<file path="src/bbm_pkg.sv">
// bbm_pkg: constants, field widths and the controller-to-datapath command
// struct shared by the binary block matching motion search files
// no dependencies
package bbm_pkg;

  localparam int FRAME_SIZE = 128;
  localparam int BLOCK_SIZE = 8;
  localparam int NBLOCKS    = FRAME_SIZE / BLOCK_SIZE;
  localparam int NPIX       = FRAME_SIZE * FRAME_SIZE;
  localparam int NWORDS     = FRAME_SIZE * NBLOCKS;
  localparam int AW         = $clog2(NWORDS);
  localparam int KW         = (BLOCK_SIZE > 2) ? $clog2(BLOCK_SIZE) : 1;
  localparam int COST_W     = $clog2(BLOCK_SIZE * BLOCK_SIZE + 1);
  localparam int POP_W      = $clog2(BLOCK_SIZE + 1);

  localparam int IDX_W  = 14;
  localparam int BIDX_W = 4;
  localparam int RAD_W  = 4;
  localparam int BB_W   = 8;
  localparam int DIST_W = 7;
  localparam int ROW_W  = 3;
  localparam int DIFF_W = 16;

  localparam int DIST_MAX = (1 << DIST_W) - 1;
  localparam logic [RAD_W-1:0] RAD_RESET = RAD_W'(1);

  localparam logic CMD_LOAD  = 1'b0;
  localparam logic CMD_MATCH = 1'b1;

  typedef struct packed {
    logic              wr_en;
    logic              rd_en;
    logic              use_best;
    logic              first_cand;
    logic              row_last;
    logic              out_load;
    logic [BIDX_W-1:0] tgt_r;
    logic [BIDX_W-1:0] tgt_c;
    logic [BIDX_W-1:0] cand_r;
    logic [BIDX_W-1:0] cand_c;
    logic [KW-1:0]     row;
  } cmd_t;

endpackage

</file>
<file path="src/bbm_ctrl.sv">
// bbm_ctrl: match sequencer state machine, search window bounds, candidate
// scan and the search radius register
// depends on bbm_pkg
module bbm_ctrl import bbm_pkg::*; (
  input  logic              clk,
  input  logic              rst_n,
  input  logic              in_valid,
  output logic              in_ready,
  input  logic              in_command,
  input  logic [BIDX_W-1:0] in_block_row,
  input  logic [BIDX_W-1:0] in_block_col,
  output logic              out_valid,
  input  logic              out_ready,
  input  logic              cfg_we,
  input  logic [RAD_W-1:0]  cfg_wdata,
  output cmd_t              cmd
);

  typedef enum logic [2:0] {IDLE, COST, DRAIN, ORD, OLD, OWAIT} state_t;

  typedef struct packed {
    logic              done;
    logic [BIDX_W-1:0] r;
    logic [BIDX_W-1:0] c;
  } pos_t;

  localparam logic [BIDX_W-1:0] BMAX = BIDX_W'(NBLOCKS - 1);
  localparam logic [KW-1:0]     KLAST = KW'(BLOCK_SIZE - 1);

  state_t            state_r;
  logic              out_valid_r;
  logic [RAD_W-1:0]  radius_r;
  logic [KW-1:0]     k_r;
  logic              first_r;
  logic [BIDX_W-1:0] tgt_r_r, tgt_c_r, cr_r, cc_r;
  logic [BIDX_W-1:0] lo_c_r, hi_r_r, hi_c_r, lo_r_r;

  logic              in_acc, match_go, k_last;
  logic [BIDX_W-1:0] lo_r_nxt, hi_r_nxt, lo_c_nxt, hi_c_nxt;
  pos_t              step_a, step_b, start;

  function automatic pos_t adv(pos_t p, logic [BIDX_W-1:0] lo_c, logic [BIDX_W-1:0] hi_r,
                               logic [BIDX_W-1:0] hi_c);
    pos_t q;
    q      = p;
    q.done = 1'b0;
    if (p.c == hi_c) begin
      if (p.r == hi_r) begin
        q.done = 1'b1;
      end else begin
        q.r = p.r + 1'b1;
        q.c = lo_c;
      end
    end else begin
      q.c = p.c + 1'b1;
    end
    return q;
  endfunction

  function automatic logic [BIDX_W-1:0] win_lo(logic [BIDX_W-1:0] b, logic [RAD_W-1:0] rad);
    return (BIDX_W'(b) > BIDX_W'(rad)) ? b - BIDX_W'(rad) : BIDX_W'(0);
  endfunction

  function automatic logic [BIDX_W-1:0] win_hi(logic [BIDX_W-1:0] b, logic [RAD_W-1:0] rad);
    logic [BIDX_W:0] s;
    s = {1'b0, b} + (BIDX_W + 1)'(rad);
    return (s > {1'b0, BMAX}) ? BMAX : s[BIDX_W-1:0];
  endfunction

  assign in_ready  = state_r == IDLE;
  assign out_valid = out_valid_r;
  assign in_acc    = in_valid && in_ready;
  assign match_go  = in_acc && in_command == CMD_MATCH &&
                     32'(in_block_row) < NBLOCKS && 32'(in_block_col) < NBLOCKS;
  assign k_last    = k_r == KLAST;

  assign lo_r_nxt = win_lo(in_block_row, radius_r);
  assign hi_r_nxt = win_hi(in_block_row, radius_r);
  assign lo_c_nxt = win_lo(in_block_col, radius_r);
  assign hi_c_nxt = win_hi(in_block_col, radius_r);

  // next candidate in scan order, skipping the co-located block
  assign start  = '{done: 1'b0, r: lo_r_r, c: lo_c_r};
  assign step_a = first_r ? start : adv('{done: 1'b0, r: cr_r, c: cc_r}, lo_c_r, hi_r_r, hi_c_r);
  assign step_b = (!step_a.done && step_a.r == tgt_r_r && step_a.c == tgt_c_r)
                  ? adv(step_a, lo_c_r, hi_r_r, hi_c_r) : step_a;

  always_comb begin
    cmd            = '0;
    cmd.tgt_r      = tgt_r_r;
    cmd.tgt_c      = tgt_c_r;
    cmd.cand_r     = cr_r;
    cmd.cand_c     = cc_r;
    cmd.row        = k_r;
    cmd.first_cand = first_r;
    cmd.row_last   = k_last;
    unique case (state_r)
      IDLE: begin
        cmd.wr_en = in_acc && in_command == CMD_LOAD;
      end
      COST: begin
        cmd.rd_en = 1'b1;
      end
      DRAIN: begin
      end
      ORD: begin
        cmd.rd_en    = 1'b1;
        cmd.use_best = 1'b1;
      end
      OLD: begin
        cmd.out_load = 1'b1;
      end
      OWAIT: begin
        cmd.rd_en    = out_ready && !k_last;
        cmd.use_best = 1'b1;
        cmd.row      = k_r + 1'b1;
        cmd.row_last = (k_r + 1'b1) == KLAST;
      end
      default: begin
      end
    endcase
  end

  always_ff @(posedge clk) begin
    if (!rst_n) begin
      state_r     <= IDLE;
      out_valid_r <= 1'b0;
      radius_r    <= RAD_RESET;
    end else begin
      if (cfg_we) begin
        radius_r <= cfg_wdata;
      end
      unique case (state_r)
        IDLE: begin
          if (match_go) begin
            tgt_r_r <= in_block_row;
            tgt_c_r <= in_block_col;
            cr_r    <= in_block_row;
            cc_r    <= in_block_col;
            lo_r_r  <= lo_r_nxt;
            hi_r_r  <= hi_r_nxt;
            lo_c_r  <= lo_c_nxt;
            hi_c_r  <= hi_c_nxt;
            first_r <= 1'b1;
            k_r     <= '0;
            state_r <= COST;
          end
        end
        COST: begin
          if (k_last) begin
            k_r     <= '0;
            first_r <= 1'b0;
            cr_r    <= step_b.r;
            cc_r    <= step_b.c;
            state_r <= step_b.done ? DRAIN : COST;
          end else begin
            k_r <= k_r + 1'b1;
          end
        end
        DRAIN: begin
          state_r <= ORD;
        end
        ORD: begin
          state_r <= OLD;
        end
        OLD: begin
          out_valid_r <= 1'b1;
          state_r     <= OWAIT;
        end
        OWAIT: begin
          if (out_ready) begin
            out_valid_r <= 1'b0;
            if (k_last) begin
              state_r <= IDLE;
            end else begin
              k_r     <= k_r + 1'b1;
              state_r <= OLD;
            end
          end
        end
        default: begin
          state_r <= IDLE;
        end
      endcase
    end
  end

endmodule

</file>
<file path="config.mk">
export PLATFORM = sky130hd
export DESIGN_NAME = bbm_ctrl
export DESIGN_NICKNAME = d
export VERILOG_FILES = /design/src/bbm_pkg.sv /design/src/bbm_ctrl.sv
export SDC_FILE = /design/constraint.sdc
export NUM_CORES = 1
export LEC_CHECK = 0
export BUFFER_PORTS_ARGS = -buffer_cell sky130_fd_sc_hd__clkbuf_2
export CAP_MARGIN = 15
export CORE_ASPECT_RATIO = 1.1
export CORE_MARGIN = 2
export CORE_UTILIZATION = 61
export CTS_CLUSTER_SIZE = 20
export DETAILED_ROUTE_END_ITERATION = 7
export GPL_TIMING_DRIVEN = 0
export HOLD_SLACK_MARGIN = 0.06
export PLACE_DENSITY = 0.79
export SLEW_MARGIN = 0
export SYNTH_ARGS = -nofsm -noshare
export SYNTH_HDL_FRONTEND = slang
export SYNTH_SLANG_ARGS = --single-unit
</file>
<file path="constraint.sdc">
create_clock -name clk -period 6.8 [get_ports clk]
set_input_delay 1.36 -clock clk [delete_from_list [all_inputs] [get_ports clk]]
set_output_delay 1.36 -clock clk [all_outputs]
set_load 0.02 [all_outputs]
</file>
==> flow_metrics.tcl, run 1 <==
set metrics [dict create \
    cts_resized 0 \
    dpl.cell_count 504 \
    drc 0 \
    grt-ovfl-total 0 \
    grt_max_degree 20 \
    grt_usage_pct 27.18 \
    synth_xor_area_share_pct 9.179 \
    ys_types 72 \
    async_flop_share_pct 0 \
    r2r_cells 9 \
    drtIter0Drc 242 \
    setup_violations 0 \
    fin_crit_sh_pct 50.04 \
    yosys_warnings 0 \
    ant_nets 0 \
    critPathLaunchType "register" \
    syn-num-nets 429 \
    fin_skew_ps 6.270 \
    dieHeight_um 84.71 \
    fmax_mhz 293.9 \
    clk_latency_ps 290 \
    dr_wl_met2_um 3913 \
    avgViaCountPerCell 6.061 \
    antenna_found_initial 0 \
    status "completed" \
    core_um2 5733 \
    whs_ps 520.5 \
    multi_input_area_um2 2210 \
    tightest_slew_ps 626.8 \
    hold_path_class "register to register" \
    die_area_um2 6554 \
    path_buf_inv 0 \
    final_area_um2 4055 \
    fin_nets 480 \
    relSlewSlack_pct 58.06 \
    final_util_pct 70.73 \
    cts_tree "yes" \
    cts-buffers-inserted 5 \
    clock_sinks 44 \
    crit_chain "xnor2_2 > nand4_1 > nand3_1 > nand4b_1 > xor2_1 > nor4b_4 > and2_4 > a21boi_1 > o32a_1" \
    synth_edf_count 36 \
    timing.rr.start "cr_r[2]$_DFFE_PP_" \
    crit_start "cr_r[2]$_DFFE_PP_" \
    avgSynthCellArea_um2 9.431 \
    cts_buffer_depth 2 \
    synthAdderAreaFrac_pct 10.53 \
    critPathCapture "cc_r[3]$_DFFE_PP_" \
    post_cts_buffers 0 \
    die_w_um 77.37 \
    clk_pin_slew_ps 80 \
    rows 29 \
    grt_pass1_vias 2959 \
    synthSimpleGateAreaFrac_pct 20.82 \
    setup_tns_ps 0 \
    ys.flop_type "edfxtp_1" \
    place_congestion 0.8942 \
    crit_family "simple AND/OR/NAND/NOR gates" \
    wl_per_cell_um 16.49 \
    wl_met1_um 3818 \
    crit_fanout 9 \
    netlist_area_um2 3612 \
    cp.required_ps 6850 \
    hold_buffers 0 \
    rsz0062_at_grt "false" \
    r2r_setup_slack_ps 3400 \
    antenna_cells 0 \
    timing.final.ws_setup_ps 3397 \
    hpwlAfterDp_um 6518 \
    vdd_drop_max_mv 0.1573 \
    dr_wl_met3_um 451 \
    drv_cap 0 \
    grt_first_pass_wirelength_um 14080 \
    dr.pass1.iters 5 \
    maxSlewViolCount 0 \
    cts_root_buf "clkbuf_8" \
    drt-total-wl_um 8443 \
    drive_gt1_share_pct 17.01 \
    ys_seq_area_share_pct 34.36 \
    power.total_mw 0.7056 \
    ios 45 \
    synthMuxAreaShare_pct 3.325 \
    stdcell_count 512 \
    final-hold-violation-count 0 \
    cp-end-kind "register" \
    preCtsSetupSlack_ps 3479 \
    path_class "register to register" \
    area_growth_pct 12.26 \
    cp.arrival_ps 3450 \
    fill_cells 490 \
    start_util_pct 63.01 \
    synth-seq-cells 44 \
    synthCells 383 \
    port_buffers 42 \
    top_layer "met4" \
    slowest_delay_ps 510 \
    num_vias 3103 \
    r2r_end "cc_r[3]$_DFFE_PP_" \
    power_density_nw_per_um2 174.0 \
    htree_num_levels 2 \
    synth_compound_area_share_pct 17.08 \
    path_depth 9 \
    place_area_um2 3948 \
    fin_crit_ps 3403 \
    p_leak_nw 1.672 \
    crit_slowest_cell "edfxtp_1" \
    seq_area_um2 1241 \
    synth_top_family_by_area "simple AND/OR/NAND/NOR gates" \
]
==> worst reg2reg max path, stage by stage, from the launching register on <==
cell,delay (ps)
edfxtp_1,510
xnor2_2,300
nand4_1,430
nand3_1,240
nand4b_1,300
xor2_1,280
nor4b_4,440
and2_4,250
a21boi_1,70
o32a_1,350
==> cell usage after synthesis (7+ instances only) <==
library cell | n | share of area (%)
nor2_1 | 35 | 3.6
clkbuf_1 | 9 | 0.94
xor2_1 | 12 | 2.9
ha_1 | 24 | 8.3
inv_1 | 25 | 2.6
dfxtp_1 | 8 | 4.4
nor3_1 | 7 | 0.97
o21ai_0 | 10 | 1.4
nand2_1 | 31 | 3.2
edfxtp_1 | 36 | 30
nor2b_1 | 8 | 1.4
xnor2_1 | 17 | 4.1
a21oi_1 | 19 | 2.6
nand3_1 | 10 | 1.4
==> power by group <==
group / internal, mW / total, mW / switching (mW)
combinational: 0.0757 / 0.185 / 0.109
sequential: 0.309 / 0.325 / 0.0155
clock: 0.109 / 0.196 / 0.0871
total: 0.494 / 0.706 / 0.211
==> how the worst min path moves through the flow <==
| stage | from | to | slack [ps] | cells past startpoint |
|---|---|---|---|---|
| 5_1_grt | out_valid$_SDFFE_PN0P_ | out_valid$_SDFFE_PN0P_ | 570 | 2 |
| 2_1_floorplan | radius_r[0]$_SDFFE_PN1P_ | radius_r[0]$_SDFFE_PN1P_ | 520 | 2 |
| 3_5_place_dp | out_valid$_SDFFE_PN0P_ | out_valid$_SDFFE_PN0P_ | 510 | 2 |
| 4_1_cts | out_valid$_SDFFE_PN0P_ | out_valid$_SDFFE_PN0P_ | 530 | 2 |
| 6_report | out_valid$_SDFFE_PN0P_ | out_valid$_SDFFE_PN0P_ | 520 | 2 |
| 3_3_place_gp | out_valid$_SDFFE_PN0P_ | out_valid$_SDFFE_PN0P_ | 500 | 2 |
==> layout make-up <==
| class | count | share of cell area [%] |
|---|---|---|
| flip-flops and latches | 44 | 30.61 |
| inverters | 25 | 2.314 |
| well taps | 77 | 2.376 |
| clock inverters | 2 | 0.8639 |
| repair buffers | 44 | 5.677 |
| multi-input cells | 298 | 54.49 |
| clock buffers | 6 | 1.790 |
| plain buffers | 16 | 1.882 |
==> cells by family after synthesis <==
kind of cell / Yosys count
simple gates: 138
fa+ha+maj: 28
xor+xnor: 33
mux: 11
flops: 44
compound gates: 88
buf+inv: 41
==> routing by layer <==
metal  global-route usage, %  vias up
li1                        -     1505
met1                   35.88     1458
met2                   43.87      114
met3                   4.301       26
met4                   12.82        0
met5                       0        -
==> cell usage in the layout (no fill, tap or decap), types with 4 or more instances in the layout <==
cell type | netlist | routed
clkbuf_2 | 0 | 42
edfxtp_1 | 36 | 36
nor2_1 | 35 | 34
nand2_1 | 31 | 31
inv_1 | 25 | 25
ha_1 | 24 | 24
a21oi_1 | 19 | 19
xnor2_1 | 17 | 17
xor2_1 | 12 | 12
clkbuf_1 | 9 | 10
o21ai_0 | 10 | 10
nand3_1 | 10 | 10
nor2b_1 | 8 | 8
dfxtp_1 | 8 | 8
nor3_1 | 7 | 7
nand4_1 | 6 | 6
nand2b_1 | 6 | 6
mux2i_1 | 6 | 6
buf_2 | 4 | 5
and4_1 | 5 | 5
and3_1 | 5 | 5
o22ai_1 | 5 | 5
clkbuf_8 | 0 | 5
a211o_1 | 4 | 4
or3_1 | 4 | 4
o21ai_1 | 4 | 4
a22oi_1 | 4 | 4
fa_1 | 4 | 4
Note: power is estimated with default switching activity, not from simulation.
==> inputs of run 2 (changes only) <==
CORE_UTILIZATION = 59   (was 61)
PLACE_DENSITY = 0.77   (was 0.79)
clock period = 3.4 ns   (was 6.8 ns; I/O delays follow)
==> run 2 against run 1 <==
Against the previous run:
- clock power rose by 100%
- clock skew rose by 0.72 ps
- worst hold slack improved by 5.1 ps
- maximum frequency rose by 4.5%
==> flow_metrics.tcl, run 2 (synthesis results as in run 1) <==
set metrics [dict create \
    setup_tns_ps 0 \
    crit_chain "buf_2 > xnor2_1 > and4_1 > buf_6 > nor2_4 > a211oi_4 > xor2_1 > nor4_4 > and2_4 > a21boi_1 > o32a_1" \
    preCtsSetupSlack_ps 87.87 \
    status "completed" \
    seq_area_um2 1241 \
    num_vias 3116 \
    final_area_um2 4123 \
    rows 29 \
    clk_latency_ps 300 \
    htree_num_levels 2 \
    seq_power_share_pct 45.7 \
    r2r_end "cc_r[3]$_DFFE_PP_" \
    grt_first_pass_wirelength_um 13900 \
    grt_pass1_vias 2887 \
    fmax_mhz 307.2 \
    fin_skew_ps 6.986 \
    stdcell_count 517 \
    timing.final.ws_setup_ps 144.4 \
    area_growth_pct 14.13 \
    clock_sinks 44 \
    drc 0 \
    die_w_um 78.61 \
    path_class "register to register" \
    hold_path_end "out_valid$_SDFFE_PN0P_" \
    whs_ps 525.6 \
    most-common-layout-cells "43 x clkbuf_2, 36 x edfxtp_1, 34 x nor2_1" \
    grt-ovfl-total 0 \
    hpwlAfterDp_um 6538 \
    path_buf_inv 2 \
    switchingPower_mw 0.4294 \
    setup_violations 0 \
    core_um2 5842 \
    dr.pass1.iters 5 \
    critPathLaunchType "register" \
    power.total_mw 1.424 \
    cts-buffers-inserted 5 \
    cts_root_buf "clkbuf_8" \
    r2r_setup_slack_ps 140 \
    cp.arrival_ps 3310 \
    hold_buffers 0 \
    switching_share_pct 30.16 \
    antenna_cells 0 \
    fill_cells 459 \
    cp-end-kind "register" \
    multi_input_area_um2 2236 \
    drive_gt1_share_pct 18.41 \
    grt_max_degree 22 \
    ios 45 \
    fin_nets 485 \
    place_area_um2 3950 \
    drv_cap 0 \
    fin_crit_ps 3256 \
    drt-total-wl_um 8586 \
    dieHeight_um 86.07 \
    drtIter0Drc 276 \
    wl_per_cell_um 16.61 \
    crit_slowest_cell "nor4_4" \
    dpl.cell_count 504 \
    vdd_drop_max_mv 0.2530 \
    hold_path_class "register to register" \
    grt_usage_pct 26.24 \
    clk_pin_slew_ps 80 \
    antenna_found_initial 0 \
    avgViaCountPerCell 6.027 \
    slowest_delay_ps 460 \
    power_density_nw_per_um2 345.3 \
    ant_nets 0 \
    cp.required_ps 3450 \
    whs_path_depth 2 \
    p_clk_share_pct 27.9 \
    final_common_cell "clkbuf_2" \
    fin_crit_sh_pct 95.75 \
    port_buffers 42 \
    intPower_mw 0.9944 \
    start_util_pct 61.83 \
    final-hold-violation-count 0 \
    relSlewSlack_pct 52.47 \
    final_util_pct 70.57 \
    p_leak_nw 1.704 \
    timing.rr.start "cr_r[0]$_DFFE_PP_" \
    maxSlewViolCount 0 \
    cts_tree "yes" \
    combinationalPowerShare_pct 26.4 \
    cts_buffer_depth 2 \
    die_area_um2 6765 \
    hold_start "out_valid$_SDFFE_PN0P_" \
    crit_fanout 10 \
    place_congestion 0.9063 \
    r2r_cells 11 \
    tightest_slew_ps 710.3 \
    crit_family "simple AND/OR/NAND/NOR gates" \
]
run 2: changes by cell type in the layout (fill, tap and decap cells not counted):
cell / change
nor4_4: +1
a221oi_2: +1
xnor2_2: -1
clkbuf_1: -1
xnor2_4: +1
a221oi_1: -1
buf_4: +6
nor4_2: -1
buf_2: -1
clkbuf_2: +1
run 2: what timing repair did:
action | CTS | global route
setup buffers | 0 | 5
gates resized for setup | 0 | 5
setup endpoints to repair | 0 | 8
run 2: worst max path at each step:
stage	from	to	cells past startpoint
4_1_cts	first_r$_DFFE_PP_	cc_r[3]$_DFFE_PP_	9
6_report	cr_r[0]$_DFFE_PP_	cc_r[3]$_DFFE_PP_	11
3_3_place_gp	rst_n	cr_r[3]$_DFFE_PP_	3
2_1_floorplan	rst_n	cc_r[0]$_DFFE_PP_	3
3_5_place_dp	first_r$_DFFE_PP_	cc_r[3]$_DFFE_PP_	9
5_1_grt	cr_r[0]$_DFFE_PP_	cc_r[3]$_DFFE_PP_	10
run 2: layout make-up:
type / count / share of cell area (%)
Clock buffer: 6 / 1.760
Buffer: 16 / 1.882
Multi-Input combinational cell: 298 / 54.23
Timing Repair Buffer: 49 / 6.555
Clock inverter: 2 / 0.8498
Inverter: 25 / 2.276
Tap cell: 77 / 2.337
Sequential cell: 44 / 30.11
run 2: layer usage:
metal	global-route usage (%)	routed length, um	up-vias
met5	0	0	-
met4	8.453	144	0
met3	3.789	547	13
met2	41.57	4067	123
met1	37.20	3826	1469
li1	-	-	1511
run 2: power by group through the flow:
stage / combinational (mW) / clock, mW / sequential [mW]
2_1_floorplan: 0.262 / 0 / 0.663
3_3_place_gp: 0.348 / 0 / 0.662
3_5_place_dp: 0.363 / 0 / 0.662
4_1_cts: 0.364 / 0.404 / 0.649
5_1_grt: 0.419 / 0.420 / 0.654
6_report: 0.376 / 0.397 / 0.650
run 2: worst min-delay path: cells and delay by family, from the launching register on:
family | cells | cell delay [ps]
and+or+nand+nor | 1 | 50
DFF | 1 | 320
AOI/OAI and AO/OA | 1 | 120
